File: config.mk
export PLATFORM = sky130hd
export DESIGN_NAME = tdg_output
export DESIGN_NICKNAME = d
export VERILOG_FILES = /design/src/tdg_pkg.sv /design/src/tdg_output.sv
export SDC_FILE = /design/constraint.sdc
export NUM_CORES = 1
export LEC_CHECK = 0
export BUFFER_PORTS_ARGS = -buffer_cell sky130_fd_sc_hd__buf_2
export CORE_AREA = 2 2 204 206
export DETAILED_ROUTE_END_ITERATION = 16
export DIE_AREA = 0 0 206 208
export SLEW_MARGIN = 30
export SYNTH_ARGS = -nofsm -noshare
export SYNTH_HDL_FRONTEND = slang
export SYNTH_SLANG_ARGS = --single-unit
File: constraint.sdc
create_clock -name clock -period 8.2 [get_ports clock]
set_input_delay 2.46 -clock clock [delete_from_list [all_inputs] [get_ports clock]]
set_output_delay 2.46 -clock clock [all_outputs]
set_load 0.005 [all_outputs]
File: src/tdg_pkg.sv
// Shared widths, payload structs and saturation helper for the triangle
// deformation gradient pipeline. No dependencies.
`default_nettype none
package tdg_pkg;

   // fixed-point format of coordinates, displacements and F
   localparam int FRAC_BITS = 16;
   localparam int CW        = 32;            // field width
   localparam int JW        = CW + 1;        // edge / displacement difference
   localparam int PRW       = 2 * JW;        // signed product
   localparam int XW        = PRW + 1;       // signed cross difference
   localparam int MW        = PRW;           // cross magnitude
   localparam int QB        = CW + 1;        // quotient bits kept
   localparam int RW        = MW + QB + 1;   // divider compare width
   localparam int DIV_LAT   = QB + 1;        // divider register stages
   localparam int SW        = QB + 3;        // signed sum before saturation
   localparam int AW        = 63;            // area width
   localparam int LANES     = 4;             // xx, xy, yx, yy

   localparam logic [SW-1:0] ONE_Q = SW'(1) << FRAC_BITS;

   // data that bypasses the dividers
   typedef struct packed {
      logic [LANES-1:0]         neg;
      logic                     degen;
      logic [AW-1:0]            area;
      logic [LANES-1:0][JW-1:0] disp;
   } side_type;

   // front end result for one triangle
   typedef struct packed {
      logic [LANES-1:0][MW-1:0] num_mag;
      logic [MW-1:0]            det_mag;
      side_type                 side;
   } front_type;

   // clamp a signed sum to the CW-bit signed range
   function automatic logic [CW-1:0] sat_word(input logic [SW-1:0] v);
      logic [CW-1:0] r;
      if (!v[SW-1] && (|v[SW-2:CW-1]))
         r = {1'b0, {(CW-1){1'b1}}};
      else if (v[SW-1] && !(&v[SW-2:CW-1]))
         r = {1'b1, {(CW-1){1'b0}}};
      else
         r = v[CW-1:0];
      return r;
   endfunction

endpackage
`default_nettype wire

File: src/tdg_output.sv
// Output stage: applies sign, adds the identity, picks the degenerate path
// and saturates; registers the result strobe. Depends on tdg_pkg.
`default_nettype none
module tdg_output
   import tdg_pkg::*;
(
   input  wire logic                     clock,
   input  wire logic                     reset,
   input  wire logic                     in_valid,
   input  wire side_type                 side,
   input  wire logic [LANES-1:0][QB-1:0] quo,
   input  wire logic [LANES-1:0]         big,
   output logic                          rsp_valid,
   output logic [LANES-1:0][CW-1:0]      grad,
   output logic [AW-1:0]                 area,
   output logic                          degen
);

   logic                     vld_ff;
   logic [LANES-1:0][CW-1:0] grad_ff, grad_in;
   logic [AW-1:0]            area_ff;
   logic                     degen_ff;

   always_comb begin
      logic [SW-1:0] mag;
      logic [SW-1:0] sum;
      logic [SW-1:0] add;
      for (int i = 0; i < LANES; i++) begin
         mag = '0;
         sum = '0;
         // identity on the diagonal lanes (xx, yy)
         add = (i == 0 || i == LANES - 1) ? ONE_Q : '0;
         if (side.degen) begin
            sum = {{(SW-JW){side.disp[i][JW-1]}}, side.disp[i]} + add;
            grad_in[i] = sat_word(sum);
         end else if (big[i]) begin
            grad_in[i] = side.neg[i] ? {1'b1, {(CW-1){1'b0}}} : {1'b0, {(CW-1){1'b1}}};
         end else begin
            mag = SW'(quo[i]);
            sum = (side.neg[i] ? -mag : mag) + add;
            grad_in[i] = sat_word(sum);
         end
      end
   end

   always_ff @(posedge clock) begin
      if (reset) begin
         vld_ff <= 1'b0;
      end else begin
         vld_ff <= in_valid;
      end
   end

   always_ff @(posedge clock) begin
      grad_ff  <= grad_in;
      area_ff  <= side.area;
      degen_ff <= side.degen;
   end

   assign rsp_valid = vld_ff;
   assign grad      = grad_ff;
   assign area      = area_ff;
   assign degen     = degen_ff;

endmodule
`default_nettype wire

==> results_dict.tcl, run 1 <==
set metrics [dict create \
    dr.pass1.iters 5 \
    synth_ff_type "dfxtp_1" \
    synth_mux_area_share_pct 1.25 \
    drtAntennaViolNets 0 \
    fill_cells 4308 \
    share_comb_of_total_power_pct 24.4 \
    dieArea_um2 42800 \
    power.share.clock_pct 34.1 \
    total_power_mw 2.55 \
    fin_util_pct 38.0 \
    rows 74 \
    grt_pass1_vias 12811 \
    fin_crit_sh_pct 80.9 \
    leakagePower_nw 6.31 \
    critPathKind "primary input to register" \
    antenna_found_initial 20 \
    drive_gt1_share_pct 31.8 \
    cellPowerDensity_nw_per_um2 165 \
    dp_hpwl_um 41100 \
    max-slew-margin-rel_pct 39.7 \
    gr-total-overflow 0 \
    arrival_ns 6.94 \
    synth.cell_area_um2 11700 \
    cap_violations 0 \
    clkSlewWorstSetupHoldPaths_ns 0.08 \
    worst_pin_slew_ns 0.904 \
    grt_pass1_wl_um 75700 \
    vias 13324 \
    p_sw_uw 819 \
    p_int_mw 1.73 \
    p_seq_share_pct 41.5 \
    startpoint_type "primary input" \
    yosysTopAreaCellShare_pct 33.1 \
    whs_ns 2.09 \
    synthCells 1491 \
    yosys-top-cells-count "dfxtp_1, nand2_1, a21oi_1" \
    max_freq_mhz 151 \
    first_iter_violations 976 \
    required_ns 8.50 \
    viasPerCell 5.27 \
    synth_top_family_by_area "simple AND/OR/NAND/NOR gates" \
    die-height_um 208 \
    final_nets 2318 \
    io_buffers 531 \
    avgSynthCellArea_um2 7.84 \
    grt_max_degree 56 \
    ys_ff_latch 193 \
    cts-hold-fix-buffers 0 \
    clock_sinks 193 \
    dpl_cell_area_um2 14800 \
    htreeDepth 4 \
    cts-root-buf "clkbuf_16" \
    numCtsBuffers 17 \
    synthMostInstantiatedCell "dfxtp_1" \
    slew_violations 0 \
    status "complete, no violations" \
    die_w_um 206 \
    period_needed_ns 6.64 \
    synth_edf_count 0 \
    swShare_pct 32.1 \
    yosys.area_share.simple_pct 23.8 \
    grt_usage_pct 23.0 \
    synthXorXnorAreaFrac_pct 11.5 \
    drt_wl_total_um 50900 \
    ys_async_sr_fraction_pct 0 \
    syn-num-nets 1838 \
    fin_cells 2529 \
    synth_compound_area_share_pct 23.6 \
    clockBufferDepth 2 \
    synth_top_area_cell "dfxtp_1" \
    core_area_um2 40600 \
    cp_max_fo 13 \
    setup_ws_ns 1.56 \
    worstHoldPathType "primary input to register" \
    dp_slack_ns 0.972 \
    setup_tns_ns 0 \
    synth_fa_ha_area_share_pct 2.74 \
    ys_warn_count 0 \
    yosysUniqueCellTypes 86 \
    rsz0062_at_grt "no" \
    ys_seq_area_share_pct 33.1 \
    place_congestion 0.964 \
    setup_viol 0 \
    end_kind "register" \
    io_pins 532 \
    vdd_drop_max_uv 127 \
    hold_viol 0 \
    cts_tree "yes" \
    cts_setup_buffers 0 \
    wl_per_cell_um 20.1 \
    initial_core_util_pct 28.8 \
    synth_area_leaders "dfxtp_1, xnor2_1, nand2_1" \
    design_area_um2 15400 \
    drc 0 \
    areaGrowthSynthToFinish_pct 31.9 \
    postCtsResizedCells 0 \
    dp_cells 2483 \
]
state kept, by name, indices dropped and copies added, names as in the netlist:
name       count
grad         128
area          63
degen          1
rsp_valid      1
power by group through the flow:
| stage | Sequential (mW) | Combinational, mW | Clock (mW) |
|---|---|---|---|
| 6_report | 1.06 | 0.623 | 0.868 |
| 5_1_grt | 1.07 | 0.687 | 0.924 |
| 4_1_cts | 1.06 | 0.624 | 0.890 |
| 3_5_place_dp | 1.08 | 0.621 | 0 |
| 3_3_place_gp | 1.08 | 0.616 | 0 |
| 2_1_floorplan | 1.09 | 0.294 | 0 |
final timing paths:
kind / from / end / slack (ns) / depth (start not counted)
min: side[134] / area[2] / 2.09 / 1
max: quo[15] / grad[29] / 1.56 / 15
layer usage:
layer / up-vias / global-route usage [%] / share of wire (%)
met5: - / 0 / 0.12
met2: 551 / 39.0 / 48
met1: 6293 / 28.1 / 41
met3: 96 / 4.67 / 7.0
met4: 10 / 9.75 / 3.1
li1: 6374 / - / -
layout by cell type (no fill, tap or decap), types with 8 or more instances in the layout:
master     instances
nor3_1            36
dfxtp_1          193
a211oi_1          23
or2_2             11
nor2_1           123
clkbuf_16         17
or3_1             21
nand4_1           21
nand2_1          182
o41ai_1           15
xnor2_1          102
nor2b_1           16
diode_2           13
o221ai_1          10
o2111ai_1         11
xor2_1            49
a31oi_1           16
o21ai_0          107
maj3_1            22
a21oi_1          126
ha_1               8
inv_1             30
buf_4             17
nand3_1           40
nand2b_1          17
mux2i_1            9
o211ai_1          14
o31ai_1           37
buf_2            531
nor4_1            25
or4_1             14
layout make-up:
type                            count  area [um^2]  share of cell area (%)
Antenna cell                       13         32.5                   0.211
Clock buffer                       19          443                    2.87
Clock inverter                     13          143                   0.925
Inverter                           31          116                   0.755
Multi-Input combinational cell   1180         7370                    47.8
Sequential cell                   193         3860                    25.1
Tap cell                          532          666                    4.32
Timing Repair Buffer              548         2790                    18.1
kinds of logic (layout without fill, tap and decap cells):
family                     Yosys count  count (layout)
xor gates and xnor gates           152             152
buffers and inverters              118             611
DFF                                193             193
AOI/OAI and AO/OA                  426             426
muxes                               14              14
adders and majority gates           30              30
other                                0              13
and+or+nand+nor                    558             558
worst max-delay path: stages:
cell	delay (ns)
buf_2	0.13
or3_1	0.41
nor3_1	0.35
nand2_1	0.25
nand2_1	0.14
xnor2_1	0.13
ha_1	0.22
nand2b_1	0.06
mux2_2	0.29
a2111o_1	0.48
nor4_1	0.29
mux2_2	0.37
or3_1	0.44
a211oi_2	0.73
a211oi_1	0.17
(Power assumes the default switching activity.)
==> run 2, diff against run 1 <==
--- a/config.mk
+++ b/config.mk
@@ -5,10 +5,11 @@
 export SDC_FILE = /design/constraint.sdc
 export NUM_CORES = 1
 export LEC_CHECK = 0
+export ABC_AREA = 1
 export BUFFER_PORTS_ARGS = -buffer_cell sky130_fd_sc_hd__buf_2
-export CORE_AREA = 2 2 204 206
+export CORE_AREA = 2 2 209 211
 export DETAILED_ROUTE_END_ITERATION = 16
-export DIE_AREA = 0 0 206 208
+export DIE_AREA = 0 0 211 213
 export SLEW_MARGIN = 30
 export SYNTH_ARGS = -nofsm -noshare
 export SYNTH_HDL_FRONTEND = slang
==> constraint.sdc (replaced) <==
create_clock -name clock -period 6.2 [get_ports clock]
set_input_delay 1.86 -clock clock [delete_from_list [all_inputs] [get_ports clock]]
set_output_delay 1.86 -clock clock [all_outputs]
set_load 0.005 [all_outputs]
==> run 2 against run 1 <==
Global-route usage fell by 2.1 points; wire length fell by 3.8%; sequential share of layout area fell by 1.7 points; via count rose by 9.5%; setup slack got worse by 0.067 ns; hold slack got worse by 0.62 ns; critical endpoint is now grad[100]; largest cell class unchanged; highest routed layer unchanged.
==> results_dict.tcl, run 2 <==
set metrics [dict create \
    status "complete, no violations" \
    drt_wl_total_um 49000 \
    fill_cells 4697 \
    cp-startpoint "side[199]" \
    final_cell_mix "nand2_1, buf_2, o21ai_0" \
    yosysTopAreaCellShare_pct 29.8 \
    postCtsResizedCells 0 \
    synth_top_area_cell "dfxtp_1" \
    max-slew-margin-rel_pct 40.2 \
    synth_area_leaders "dfxtp_1, nand2_1, o21ai_0" \
    startpoint_type "primary input" \
    drtAntennaViolNets 0 \
    first_iter_violations 858 \
    drive_gt1_share_pct 28.7 \
    share_comb_of_total_power_pct 25.4 \
    rows 76 \
    p_int_mw 2.22 \
    vdd_drop_max_uv 154 \
    core_area_um2 42700 \
    rsz0062_at_grt "no" \
    clock_sinks 193 \
    grt_usage_pct 21.0 \
    numCtsBuffers 17 \
    antenna_found_initial 6 \
    initial_core_util_pct 30.4 \
    largest_reg_flops 128 \
    worst_pin_slew_ns 0.894 \
    htreeDepth 4 \
    required_ns 6.62 \
    whs_ns 1.47 \
    synth_edf_count 0 \
    viasPerCell 4.73 \
    cts-root-buf "clkbuf_16" \
    clkSlewWorstSetupHoldPaths_ns 0.08 \
    synthCells 2045 \
    avgSynthCellArea_um2 6.35 \
    period_needed_ns 4.70 \
    clockBufferDepth 2 \
    max_freq_mhz 213 \
    hold_viol 0 \
    cellPowerDensity_nw_per_um2 204 \
    power.share.clock_pct 33.3 \
    ys_async_sr_fraction_pct 0 \
    setup_viol 0 \
    end_kind "register" \
    cts_setup_buffers 0 \
    io_pins 532 \
    io_buffers 531 \
    dp_hpwl_um 40200 \
    synth.cell_area_um2 13000 \
    grt_pass1_wl_um 73400 \
    leakagePower_nw 8.77 \
    synth_ff_type "dfxtp_1" \
    crit_end "grad[100]" \
    dieArea_um2 44900 \
    grt_pass1_vias 13752 \
    worstHoldPathType "primary input to register" \
    yosys-top-cells-count "nand2_1, o21ai_0, dfxtp_1" \
    final_nets 2871 \
    p_sw_mw 1.15 \
    fin_crit_sh_pct 75.9 \
    synthMostInstantiatedCell "nand2_1" \
    ys_warn_count 0 \
    drc 0 \
    ys_seq_area_share_pct 29.8 \
    gr-total-overflow 0 \
    die-height_um 213 \
    dr.pass1.iters 5 \
    vias 14593 \
    slew_violations 0 \
    critPathKind "primary input to register" \
    cp_max_fo 38 \
    mostFrequentLayoutCell "nand2_1" \
    areaGrowthSynthToFinish_pct 27.6 \
    wl_per_cell_um 15.9 \
    swShare_pct 34.2 \
    setup_tns_ns 0 \
    cts_tree "yes" \
    cap_violations 0 \
    place_congestion 0.976 \
    syn-num-nets 2392 \
    p_seq_share_pct 41.3 \
    ys_ff_latch 193 \
    arrival_ns 5.12 \
    yosysUniqueCellTypes 46 \
    cts-hold-fix-buffers 0 \
    grt_max_degree 64 \
    die_w_um 211 \
]
run 2: cell count changes after synthesis, moves of 23 or more:
cell,before,now
nand2_1,182,701
inv_1,30,177
xor2_1,49,81
nor2_1,124,179
a21oi_1,126,53
a211oi_1,23,0
clkbuf_1,73,32
o31ai_1,37,5
nor2_2,0,24
nand2_2,0,47
nand3_1,40,81
xnor2_1,102,39
o21ai_0,107,194
run 2: power by group through the flow:
| stage | Sequential (mW) | Combinational (mW) | Clock [mW] |
|---|---|---|---|
| 6_report | 1.39 | 0.857 | 1.13 |
| 5_1_grt | 1.40 | 0.963 | 1.21 |
| 4_1_cts | 1.39 | 0.864 | 1.16 |
| 3_5_place_dp | 1.42 | 0.859 | 0 |
| 3_3_place_gp | 1.42 | 0.856 | 0 |
| 2_1_floorplan | 1.43 | 0.461 | 0 |
run 2: logic make-up (layout without fill, tap and decap cells):
kind of cell | after synthesis | after routing | share of synthesized area (%)
DFF | 193 | 193 | 29.8
buffers and inverters | 273 | 765 | 8.93
and+or+nand+nor | 1161 | 1161 | 40.4
AOI/OAI and AO/OA | 290 | 290 | 12.1
xor gates and xnor gates | 120 | 120 | 8.10
other | 0 | 4 | 0
adders and majority gates | 8 | 8 | 0.771
run 2: layout make-up:
cell class / instances / area (um^2) / area share [%]
multi-input combinational: 1579 / 7960 / 48.1
sequential: 193 / 3860 / 23.3
antenna: 4 / 10.0 / 0.0604
clock inverter: 15 / 163 / 0.982
inverter: 192 / 722 / 4.36
tap: 546 / 683 / 4.12
timing repair buffer: 541 / 2730 / 16.5
clock buffer: 17 / 425 / 2.57
run 2: worst min path at each step:
stage	startpoint	endpoint	slack [ns]	cells past startpoint
2_1_floorplan	side[132]	area[0]	1.89	0
3_3_place_gp	side[181]	area[49]	1.96	1
3_5_place_dp	side[160]	area[28]	1.96	1
4_1_cts	side[160]	area[28]	1.42	1
5_1_grt	side[173]	area[41]	1.43	1
6_report	side[160]	area[28]	1.47	1
run 2: through the flow:
stage                     std cells  area, um^2  setup WS (ns)  total power [mW]  util, %
after floorplan                2045       13000           2.06              1.89        -
after global placement         3051       16000           1.07              2.28     37.4
after detailed placement       3051       16000           1.06              2.28     37.4
after CTS                      3083       16600           1.59              3.42     38.8
after global routing           3086       16600           1.14              3.57     38.8
final                          3087       16600           1.50              3.38     38.8
run 2: critical path, stage by stage:
cell      delay [ns]
buf_2           0.57
clkinv_1        0.45
o21ai_1         0.25
nor2_2          0.09
nand3_1         0.07
nand2_1         0.05
nand2_1         0.10
nand2_2         0.09
nor2_4          0.14
nand2_2         0.09
nor2_1          0.10
nand2_1         0.07
nand2_1         0.09
nand2_2         0.06
o21bai_4        0.52
nand2_1         0.15
nand2_1         0.10
nand2_1         0.05
nand2_1         0.08
nand2_1         0.07
nand2_1         0.06
run 2: per-layer routing:
metal  track usage, %  vias to the layer above  wire length, um
met5                0                        -               39
met4             7.87                        6             1110
met3             4.63                       56             3310
met2             36.0                      494            23900
met1             25.6                     6617            20600
li1                 -                     7420                -
==> run 3, diff against run 2 <==
==> constraint.sdc (replaced) <==
create_clock -name clock -period 4.1 [get_ports clock]
set_input_delay 1.23 -clock clock [delete_from_list [all_inputs] [get_ports clock]]
set_output_delay 1.23 -clock clock [all_outputs]
set_load 0.005 [all_outputs]
==> run 3 against run 2 <==
Cell count up 0.84%; critical path depth down 4; via count up 0.66%; sequential share of layout area down 0.44 points; final area up 1.9%; clock power up 60%; hold slack worse by 0.63 ns; combinational power up 55%; sequential power up 51%; core utilization up 0.74 points; largest power group unchanged; die area unchanged.
==> results_dict.tcl, run 3 (synthesis results as in run 2) <==
set metrics [dict create \
    rows 76 \
    io_buffers 531 \
    postCtsResizedCells 0 \
    drc 0 \
    core_area_um2 42700 \
    cp-startpoint "side[115]" \
    setup_viol 0 \
    largest_reg_flops 128 \
    vias 14689 \
    drtAntennaViolNets 0 \
    end_kind "register" \
    setup_ws_ns 0.492 \
    status "complete, no violations" \
    arrival_ns 3.96 \
    dp_slack_ns 0.0728 \
    drive_gt1_share_pct 29.5 \
    cap_violations 0 \
    htreeDepth 4 \
    worstHoldPathType "primary input to register" \
    grt_max_degree 77 \
    drt_wl_total_um 47900 \
    viasPerCell 4.72 \
    die_w_um 211 \
    cellPowerDensity_nw_per_um2 310 \
    startpoint_type "primary input" \
    clockBufferDepth 2 \
    mostFrequentLayoutCell "nand2_1" \
    antenna_found_initial 4 \
    cts_tree "yes" \
    fin_util_pct 39.5 \
    setup_tns_ns 0 \
    min_from "side[171]" \
    fin_cells 3113 \
    areaGrowthSynthToFinish_pct 30.0 \
    max-slew-margin-rel_pct 46.4 \
    worst_pin_slew_ns 0.804 \
    met1_usage_pct 24.8 \
    max_freq_mhz 277 \
    die-height_um 213 \
    first_iter_violations 875 \
    hold_viol 0 \
    grt_use_met2_pct 35.3 \
    grt_usage_pct 20.6 \
    cp_max_fo 17 \
    cts-root-buf "clkbuf_16" \
    cts-hold-fix-buffers 0 \
    cts_setup_buffers 0 \
    dp_cells 3081 \
    clkSlewWorstSetupHoldPaths_ns 0.08 \
    dr.pass1.iters 5 \
    fin_crit_sh_pct 88.0 \
    initial_core_util_pct 30.4 \
    critPathKind "primary input to register" \
    dieArea_um2 44900 \
    numCtsBuffers 17 \
    period_needed_ns 3.61 \
    io_pins 532 \
    wl_per_cell_um 15.4 \
    vdd_drop_max_uv 216 \
    grt_pass1_vias 13888 \
    slew_violations 0 \
    place_congestion 0.957 \
    gr-total-overflow 0 \
    busiest_layer "met2" \
    final_nets 2901 \
    n_antenna_cell 0 \
    final_cell_mix "nand2_1, buf_2, o21ai_0" \
    gr-usage-met3_pct 5.00 \
    leakagePower_nw 8.97 \
    dp_hpwl_um 39900 \
    grt_pass1_wl_um 72600 \
    clock_sinks 193 \
    rsz0062_at_grt "no" \
    required_ns 4.45 \
]
==> run 3: cell count changes in the layout (fill, tap and decap cells not counted), moves of 2 or more <==
cell,previous run,this run
buf_12,0,4
buf_4,10,36
bufinv_16,0,2
diode_2,4,0
==> run 3: routing by layer <==
metal | part of all wire [%] | up-vias
li1 | - | 7472
met2 | 48 | 498
met4 | 2.8 | 8
met5 | 0.11 | -
met3 | 6.4 | 71
met1 | 42 | 6640
==> run 3: power breakdown <==
part	leakage (nW)	switching [mW]	internal, mW	total (mW)
clock network	0.306	0.873	0.940	1.81
registers	1.63	0.0528	2.05	2.10
logic	7.04	0.796	0.531	1.33
==> run 3: critical path, stage by stage <==
cell and delay [ns]:
buf_2 0.14, ha_1 0.17, nand2_1 0.08, nor2_1 0.09, inv_1 0.07, nor2_1 0.17, nand2_1 0.12, nor2_1 0.14
nand2_1 0.10, inv_2 0.06, nand2_1 0.07, nor3_2 0.18, xor2_1 0.10, o21ai_1 0.24, inv_1 0.34, o21ai_0 0.55
nand2_1 0.10
==> run 3: final timing paths <==
check / endpoint / cells past startpoint
min: area[39] / 1
max: grad[98] / 17
==> run 3: cell type report <==
class                           instances  area, um^2
Timing Repair Buffer                  571        3010
Sequential cell                       193        3860
Clock buffer                           17         425
Tap cell                              546         683
Multi-Input combinational cell       1579        7960
Clock inverter                         15         213
Fill cell                            4622       25800
Inverter                              192         722
==> run 3: metrics by stage <==
stage	hold WS (ns)	power (mW)	instance area, um^2
global placement	1.33	3.47	16200
detailed placement	1.33	3.47	16200
finish	0.838	5.24	16900
floorplan	1.26	2.85	13000
global route	0.804	5.55	16900
CTS	0.795	5.32	16900
